<file path="config.mk">
export PLATFORM = sky130hd
export DESIGN_NAME = queue_to_stack_sort
export DESIGN_NICKNAME = d
export VERILOG_FILES = /design/src/hdl/qss_pkg.sv /design/src/hdl/qss_ram.sv /design/src/hdl/queue_to_stack_sort.sv
export SDC_FILE = /design/constraint.sdc
export NUM_CORES = 2
export LEC_CHECK = 0
export BUFFER_PORTS_ARGS = -buffer_cell sky130_fd_sc_hd__buf_4
export CORE_ASPECT_RATIO = 1.75
export CORE_MARGIN = 2
export CORE_UTILIZATION = 38
export DETAILED_ROUTE_END_ITERATION = 7
export PLACE_DENSITY = 0.57
export SYNTH_ARGS = -nofsm -noshare
export SYNTH_HDL_FRONTEND = slang
export SYNTH_SLANG_ARGS = --single-unit
</file>
<file path="constraint.sdc">
create_clock -name clk -period 11.21 [get_ports clk]
set_clock_uncertainty 0.1 [all_clocks]
set_input_delay 1.6815 -clock clk [delete_from_list [all_inputs] [get_ports clk]]
set_output_delay 1.6815 -clock clk [all_outputs]
set_load 0.05 [all_outputs]
</file>
<file path="src/hdl/qss_pkg.sv">
// Shared record type and field widths for the queue-to-stack sorter.
package qss_pkg;

  localparam int KEY_W = 32;
  localparam int TAG_W = 16;
  localparam int REC_W = KEY_W + TAG_W;

  typedef struct packed {
    logic signed [KEY_W-1:0] key;
    logic [TAG_W-1:0]        tag;
  } rec_t;

endpackage

</file>
<file path="src/hdl/qss_ram.sv">
// Record memory with one write port and one registered read port.
module qss_ram
  import qss_pkg::*;
#(
  parameter int DEPTH = 32
) (
  input  logic                     clk,
  input  logic                     we,
  input  logic [$clog2(DEPTH)-1:0] waddr,
  input  rec_t                     wdata,
  input  logic [$clog2(DEPTH)-1:0] raddr,
  output rec_t                     rdata
);

  rec_t mem [DEPTH];
  rec_t rdata_r;

  always_ff @(posedge clk) begin
    if (we) begin
      mem[waddr] <= wdata;
    end
    rdata_r <= mem[raddr];
  end

  assign rdata = rdata_r;

endmodule

</file>
<file path="src/hdl/queue_to_stack_sort.sv">
// Batch sorter: records enter a FIFO, are sorted through a stack, then leave in key order.
// Load: one record per cycle, in_tready high while loading.
// Sort: each FIFO head is read (S_HWAIT, S_HEAD) and compared (S_CMP); each stack record moved back
//   to the queue passes S_CMP and S_PWAIT and heads again later; comparator and ports are shared.
// Emit: a new record is registered only after the last one is taken; the next batch loads while the last one waits.
// Reset (rst_n low, synchronous): FIFO, stack and drop flag empty, no output valid.
module queue_to_stack_sort
  import qss_pkg::*;
#(
  parameter int DEPTH = 32
) (
  input  logic                 clk,
  input  logic                 rst_n,
  input  logic                 in_tvalid,
  output logic                 in_tready,
  input  logic [REC_W-1:0]     in_tdata,   // item_key[31:0], item_tag[47:32]
  input  logic                 in_tlast,
  output logic                 out_tvalid,
  input  logic                 out_tready,
  output logic [REC_W-1:0]     out_tdata,  // out_key[31:0], out_tag[47:32]
  output logic                 out_tlast,
  output logic                 out_tuser   // overflowed[0]
);

  localparam int AW = $clog2(DEPTH);
  localparam int CW = $clog2(DEPTH + 1);
  localparam logic [CW-1:0] DEPTH_C = CW'(DEPTH);
  localparam logic [CW:0]   DEPTH_S = (CW + 1)'(DEPTH);
  localparam logic [AW-1:0] HEAD_MAX = AW'(DEPTH - 1);

  localparam logic [2:0] S_LOAD  = 3'd0;
  localparam logic [2:0] S_START = 3'd1;
  localparam logic [2:0] S_HWAIT = 3'd2;
  localparam logic [2:0] S_HEAD  = 3'd3;
  localparam logic [2:0] S_CMP   = 3'd4;
  localparam logic [2:0] S_PWAIT = 3'd5;
  localparam logic [2:0] S_EWAIT = 3'd6;
  localparam logic [2:0] S_EMIT  = 3'd7;

  logic [2:0]    state_r, state_nxt;
  logic [AW-1:0] head_r, head_nxt;
  logic [CW-1:0] count_r, count_nxt;
  logic [CW-1:0] height_r, height_nxt;
  logic          drop_r, drop_nxt;
  logic          out_valid_r, out_valid_nxt;
  rec_t          hrec_r, hrec_nxt;
  rec_t          out_rec_r, out_rec_nxt;
  logic          out_last_r, out_last_nxt;
  logic          out_ovf_r, out_ovf_nxt;

  logic          fifo_we;
  rec_t          fifo_wdata;
  rec_t          fifo_q;
  logic          stack_we;
  rec_t          stack_wdata;
  rec_t          stack_q;
  logic [CW:0]   tail_sum;
  logic [AW-1:0] tail;
  logic [CW-1:0] height_dec;
  rec_t          in_rec;

  assign in_rec.key = in_tdata[KEY_W-1:0];
  assign in_rec.tag = in_tdata[REC_W-1:KEY_W];

  assign tail_sum   = (CW + 1)'(head_r) + (CW + 1)'(count_r);
  assign tail       = (tail_sum >= DEPTH_S) ? AW'(tail_sum - DEPTH_S) : AW'(tail_sum);
  assign height_dec = height_r - 1'b1;

  qss_ram #(.DEPTH(DEPTH)) u_fifo (
    .clk   (clk),
    .we    (fifo_we),
    .waddr (tail),
    .wdata (fifo_wdata),
    .raddr (head_r),
    .rdata (fifo_q)
  );

  qss_ram #(.DEPTH(DEPTH)) u_stack (
    .clk   (clk),
    .we    (stack_we),
    .waddr (height_r[AW-1:0]),
    .wdata (stack_wdata),
    .raddr (height_dec[AW-1:0]),
    .rdata (stack_q)
  );

  always_comb begin
    state_nxt     = state_r;
    head_nxt      = head_r;
    count_nxt     = count_r;
    height_nxt    = height_r;
    drop_nxt      = drop_r;
    hrec_nxt      = hrec_r;
    out_valid_nxt = out_valid_r && !out_tready;
    out_rec_nxt   = out_rec_r;
    out_last_nxt  = out_last_r;
    out_ovf_nxt   = out_ovf_r;
    fifo_we       = 1'b0;
    fifo_wdata    = in_rec;
    stack_we      = 1'b0;
    stack_wdata   = hrec_r;
    case (state_r)
      S_LOAD: begin
        if (in_tvalid) begin
          if (count_r == DEPTH_C) begin
            drop_nxt = 1'b1;
          end else begin
            fifo_we   = 1'b1;
            count_nxt = count_r + 1'b1;
          end
          if (in_tlast) begin
            state_nxt = S_START;
          end
        end
      end
      S_START: begin
        if (count_r == '0) begin
          state_nxt = S_LOAD;
          head_nxt  = '0;
          drop_nxt  = 1'b0;
        end else begin
          state_nxt = S_HWAIT;
        end
      end
      S_HWAIT: begin
        state_nxt = S_HEAD;
      end
      S_HEAD: begin
        hrec_nxt  = fifo_q;
        state_nxt = S_CMP;
      end
      S_CMP: begin
        if (height_r != '0 && hrec_r.key > stack_q.key) begin
          fifo_we    = 1'b1;
          fifo_wdata = stack_q;
          count_nxt  = count_r + 1'b1;
          height_nxt = height_dec;
          state_nxt  = S_PWAIT;
        end else begin
          stack_we   = 1'b1;
          height_nxt = height_r + 1'b1;
          head_nxt   = (head_r == HEAD_MAX) ? '0 : head_r + 1'b1;
          count_nxt  = count_r - 1'b1;
          state_nxt  = (count_r == CW'(1)) ? S_EWAIT : S_HWAIT;
        end
      end
      S_PWAIT: begin
        state_nxt = S_CMP;
      end
      S_EWAIT: begin
        state_nxt = S_EMIT;
      end
      S_EMIT: begin
        if (!out_valid_r) begin
          out_valid_nxt = 1'b1;
          out_rec_nxt   = stack_q;
          out_last_nxt  = (height_r == CW'(1));
          out_ovf_nxt   = drop_r;
          height_nxt    = height_dec;
          if (height_r == CW'(1)) begin
            state_nxt = S_LOAD;
            head_nxt  = '0;
            count_nxt = '0;
            drop_nxt  = 1'b0;
          end
        end
      end
      default: begin
        state_nxt = S_LOAD;
      end
    endcase
  end

  always_ff @(posedge clk) begin
    if (!rst_n) begin
      state_r     <= S_LOAD;
      head_r      <= '0;
      count_r     <= '0;
      height_r    <= '0;
      drop_r      <= 1'b0;
      out_valid_r <= 1'b0;
    end else begin
      state_r     <= state_nxt;
      head_r      <= head_nxt;
      count_r     <= count_nxt;
      height_r    <= height_nxt;
      drop_r      <= drop_nxt;
      out_valid_r <= out_valid_nxt;
    end
  end

  always_ff @(posedge clk) begin
    hrec_r     <= hrec_nxt;
    out_rec_r  <= out_rec_nxt;
    out_last_r <= out_last_nxt;
    out_ovf_r  <= out_ovf_nxt;
  end

  assign in_tready  = (state_r == S_LOAD);
  assign out_tvalid = out_valid_r;
  assign out_tdata  = {out_rec_r.tag, out_rec_r.key};
  assign out_tlast  = out_last_r;
  assign out_tuser  = out_ovf_r;

endmodule

</file>
==> impl_metrics.json <==
{
  "outcome": "complete, no violations",
  "core_sq_um": 325000,
  "drc": 0,
  "holdPathStages": 0,
  "dieArea_sq_um": 331000,
  "clock_path_buffers": 4,
  "synth_cells": 5062,
  "slowest_delay_ns": 1.13,
  "die_y_um": 760,
  "antenna_found_initial": 19,
  "path_cells": "ha_1 -> a21oi_1 -> a21oi_1 -> nor2_1 -> nor4b_2 -> and3_1 -> a21o_1 -> a32oi_2 -> nand3b_1 -> nor2_4 -> buf_4",
  "totalWireLength_um": 312000,
  "drive_gt1_share_pct": 32.8,
  "max_freq_mhz": 144,
  "synth_fp_nets": 5163,
  "r2r_start": "hrec_r[46]",
  "synth_edf_count": 3170,
  "portBuffers": 104,
  "tns_ns": 0,
  "ys.flop_type": "edfxtp_1",
  "cp_max_fo": 33,
  "place_hpwl_um": 176000,
  "required_ns": 11.57,
  "setup_viol": 0,
  "io-pin-count": 105,
  "cts_tree": "yes",
  "total_power_mw": 24.2,
  "yosysWarnings": 0,
  "hold_start": "u_fifo.rdata[25]",
  "netlist-cell-type-count": 60,
  "path_delay_family": "simple AND/OR/NAND/NOR gates",
  "ys_seq_area_share_pct": 78.6,
  "final-hold-violation-count": 0,
  "syn_to_final_growth_pct": 13.0,
  "gp_congestion": 0.793,
  "fillerInstances": 27563,
  "ctsResizeCount": 0,
  "gr-total-overflow": 0,
  "htreeDepth": 5,
  "hold_path_end": "hrec_r[25]",
  "final_nets": 5455,
  "critPathMostFrequentCell": "a21oi_1",
  "finalCritPeriodShare_pct": 61.9,
  "grt_pass1_vias": 57835,
  "crit_type": "register to register",
  "cts_num_sinks": 3288,
  "grt_start_max_net_pins": 159,
  "slew_violations": 0,
  "cts_made_buffers": 284,
  "clkTransAtPathRegs_ns": 0.07,
  "netlist_area_sq_um": 124000,
  "worstSetupEndpointType": "register",
  "firstDrtPassIters": 5,
  "r2r_slack_ns": 4.27,
  "ant_nets": 0,
  "globalRouteTotalUtil_pct": 18.6,
  "drv_cap": 0,
  "crit_path_start_kind": "register",
  "crit_buf_inv": 1,
  "vdd_drop_max_uv": 129,
  "drt-wirelength-per-cell_um": 31.5,
  "worst_slew_pin_slew_ns": 1.37,
  "grt_pass1_wl_um": 439000,
  "cts-root-buf": "clkbuf_16",
  "hp-class": "register to register",
  "rr_worst_depth": 11,
  "finalCriticalPeriod_ns": 6.94,
  "power.leakage_nw": 41.8,
  "vias": 54858,
  "rows": 277,
  "async_flop_share_pct": 0,
  "rsz0062_at_grt": "false",
  "crit_arrival_ns": 7.30,
  "worst_path_max_delay_cell": "edfxtp_1",
  "synth_seq_cells": 3288,
  "r2r-end": "u_fifo.mem[7][8]",
  "relSlewSlack_pct": 8.83,
  "die_x_um": 436,
  "p_per_area_nw_per_um2": 173,
  "postCtsSetupRepairBufs": 0,
  "initial_core_util_pct": 38.2,
  "cts-hold-fix-buffers": 0,
  "dr.first_iter.drc_count": 5811,
  "utilization_pct": 43.1,
  "synth_area_per_cell_sq_um": 24.5,
  "clock_latency_ns": 0.88,
  "vias_per_cell": 5.54
}
## worst max-delay path by stage
stage / to / slack (ns) / from / cells past startpoint
final: u_fifo.mem[7][8] / 4.27 / hrec_r[46] / 11
after detailed placement: u_fifo.mem[19][10] / 4.28 / hrec_r[46] / 11
after CTS: u_fifo.mem[19][9] / 4.26 / hrec_r[46] / 11
after global placement: u_fifo.mem[19][10] / 4.37 / hrec_r[46] / 11
after global routing: u_fifo.mem[7][8] / 4.07 / hrec_r[46] / 11
after floorplan: u_fifo.mem[29][0] / 2.92 / height_r[0] / 11
## stage by stage
stage	hold WS (ns)	area, sq um	setup WS (ns)	instances
6_report	0.279	140000	4.27	9899
2_1_floorplan	0.286	124000	2.92	5062
4_1_cts	0.276	140000	4.26	9895
5_1_grt	0.284	140000	4.07	9897
3_5_place_dp	0.289	131000	4.28	9391
3_3_place_gp	0.286	131000	4.37	9391
## cell families after synthesis
logic type | synth area share [%]
buf+inv | 0.887
flops | 78.6
mux | 18.5
xor+xnor | 0.0917
compound gates | 0.527
simple gates | 0.907
fa+ha+maj | 0.490
## layout by cell type, fill, tap and decap left out, drive strengths merged, types with 4 or more instances in the layout
cell type,instances
edfxtp,3170
mux4,960
clkbuf,379
buf,256
dfxtp,118
mux2,114
clkinv,94
nand2,78
nor2,71
ha,47
inv,47
o21ai,43
nand3,23
nor3,22
a21oi,21
bufinv,18
nand4,8
a21o,7
mux2i,7
xnor2,7
nand2b,6
xor2,6
o31ai,5
nand3b,5
clkinvlp,5
nor4,4
and2,4
## power by group
group	switching, mW	internal, mW
combinational	0.524	0.327
sequential	0.113	13.6
clock	4.36	5.33
total	5.00	19.2
## registers in the layout (all words and copies together), names as in the netlist
register and flops:
count_r 6, out_tlast 1, u_fifo.mem 1536, head_r 5
u_fifo.rdata 48, state_r 3, hrec_r 48, out_tuser 1
u_stack.mem 1536, height_r 6, u_stack.rdata 48, out_tvalid 1
drop_r 1, out_tdata 48
## area by class of cell
type | count | area, sq um | area share [%]
well taps | 4324 | 5410 | 3.86
inverters | 39 | 146 | 0.104
clock inverters | 125 | 1140 | 0.814
repair buffers | 256 | 2040 | 1.46
clock buffers | 379 | 7780 | 5.55
flip-flops and latches | 3288 | 97600 | 69.6
diodes | 3 | 7.51 | 0.00535
multi-input cells | 1485 | 26100 | 18.6
## metal layers
metal	track usage, %	share of wire [%]	routed length (um)
met5	0	0.0077	24
met4	5.85	3.2	10000
met3	2.30	4.9	15200
met2	34.0	54	170000
met1	22.7	37	117000
## synthesized netlist by cell type (3+ instances only)
| cell type | count | area, sq um |
|---|---|---|
| and2_1 | 3 | 18.8 |
| a32o_1 | 3 | 30.0 |
| buf_2 | 7 | 35.0 |
| nor4b_1 | 3 | 26.3 |
| o21ai_0 | 43 | 215 |
| nand3_1 | 23 | 115 |
| xnor2_1 | 7 | 61.3 |
| buf_1 | 62 | 233 |
| mux4_2 | 960 | 21600 |
| a211oi_1 | 3 | 22.5 |
| mux2_2 | 114 | 1280 |
| a21oi_1 | 20 | 100 |
| inv_1 | 38 | 143 |
| nand3b_1 | 5 | 37.5 |
| edfxtp_1 | 3170 | 95200 |
| a31oi_1 | 3 | 18.8 |
| or3b_2 | 3 | 26.3 |
| nor3_1 | 22 | 110 |
| nand4_1 | 8 | 50.1 |
| ha_1 | 47 | 588 |
| mux2i_1 | 7 | 70.1 |
| dfxtp_1 | 118 | 2360 |
| o31ai_1 | 5 | 37.5 |
| a21o_1 | 7 | 52.6 |
| nand2_1 | 78 | 293 |
| nand2b_1 | 6 | 37.5 |
| nor2_1 | 71 | 267 |
| clkbuf_1 | 180 | 676 |
| nor4_1 | 4 | 25.0 |
| xor2_1 | 6 | 52.6 |
| and3_1 | 3 | 18.8 |
Power figures use the tool's default switching activity.
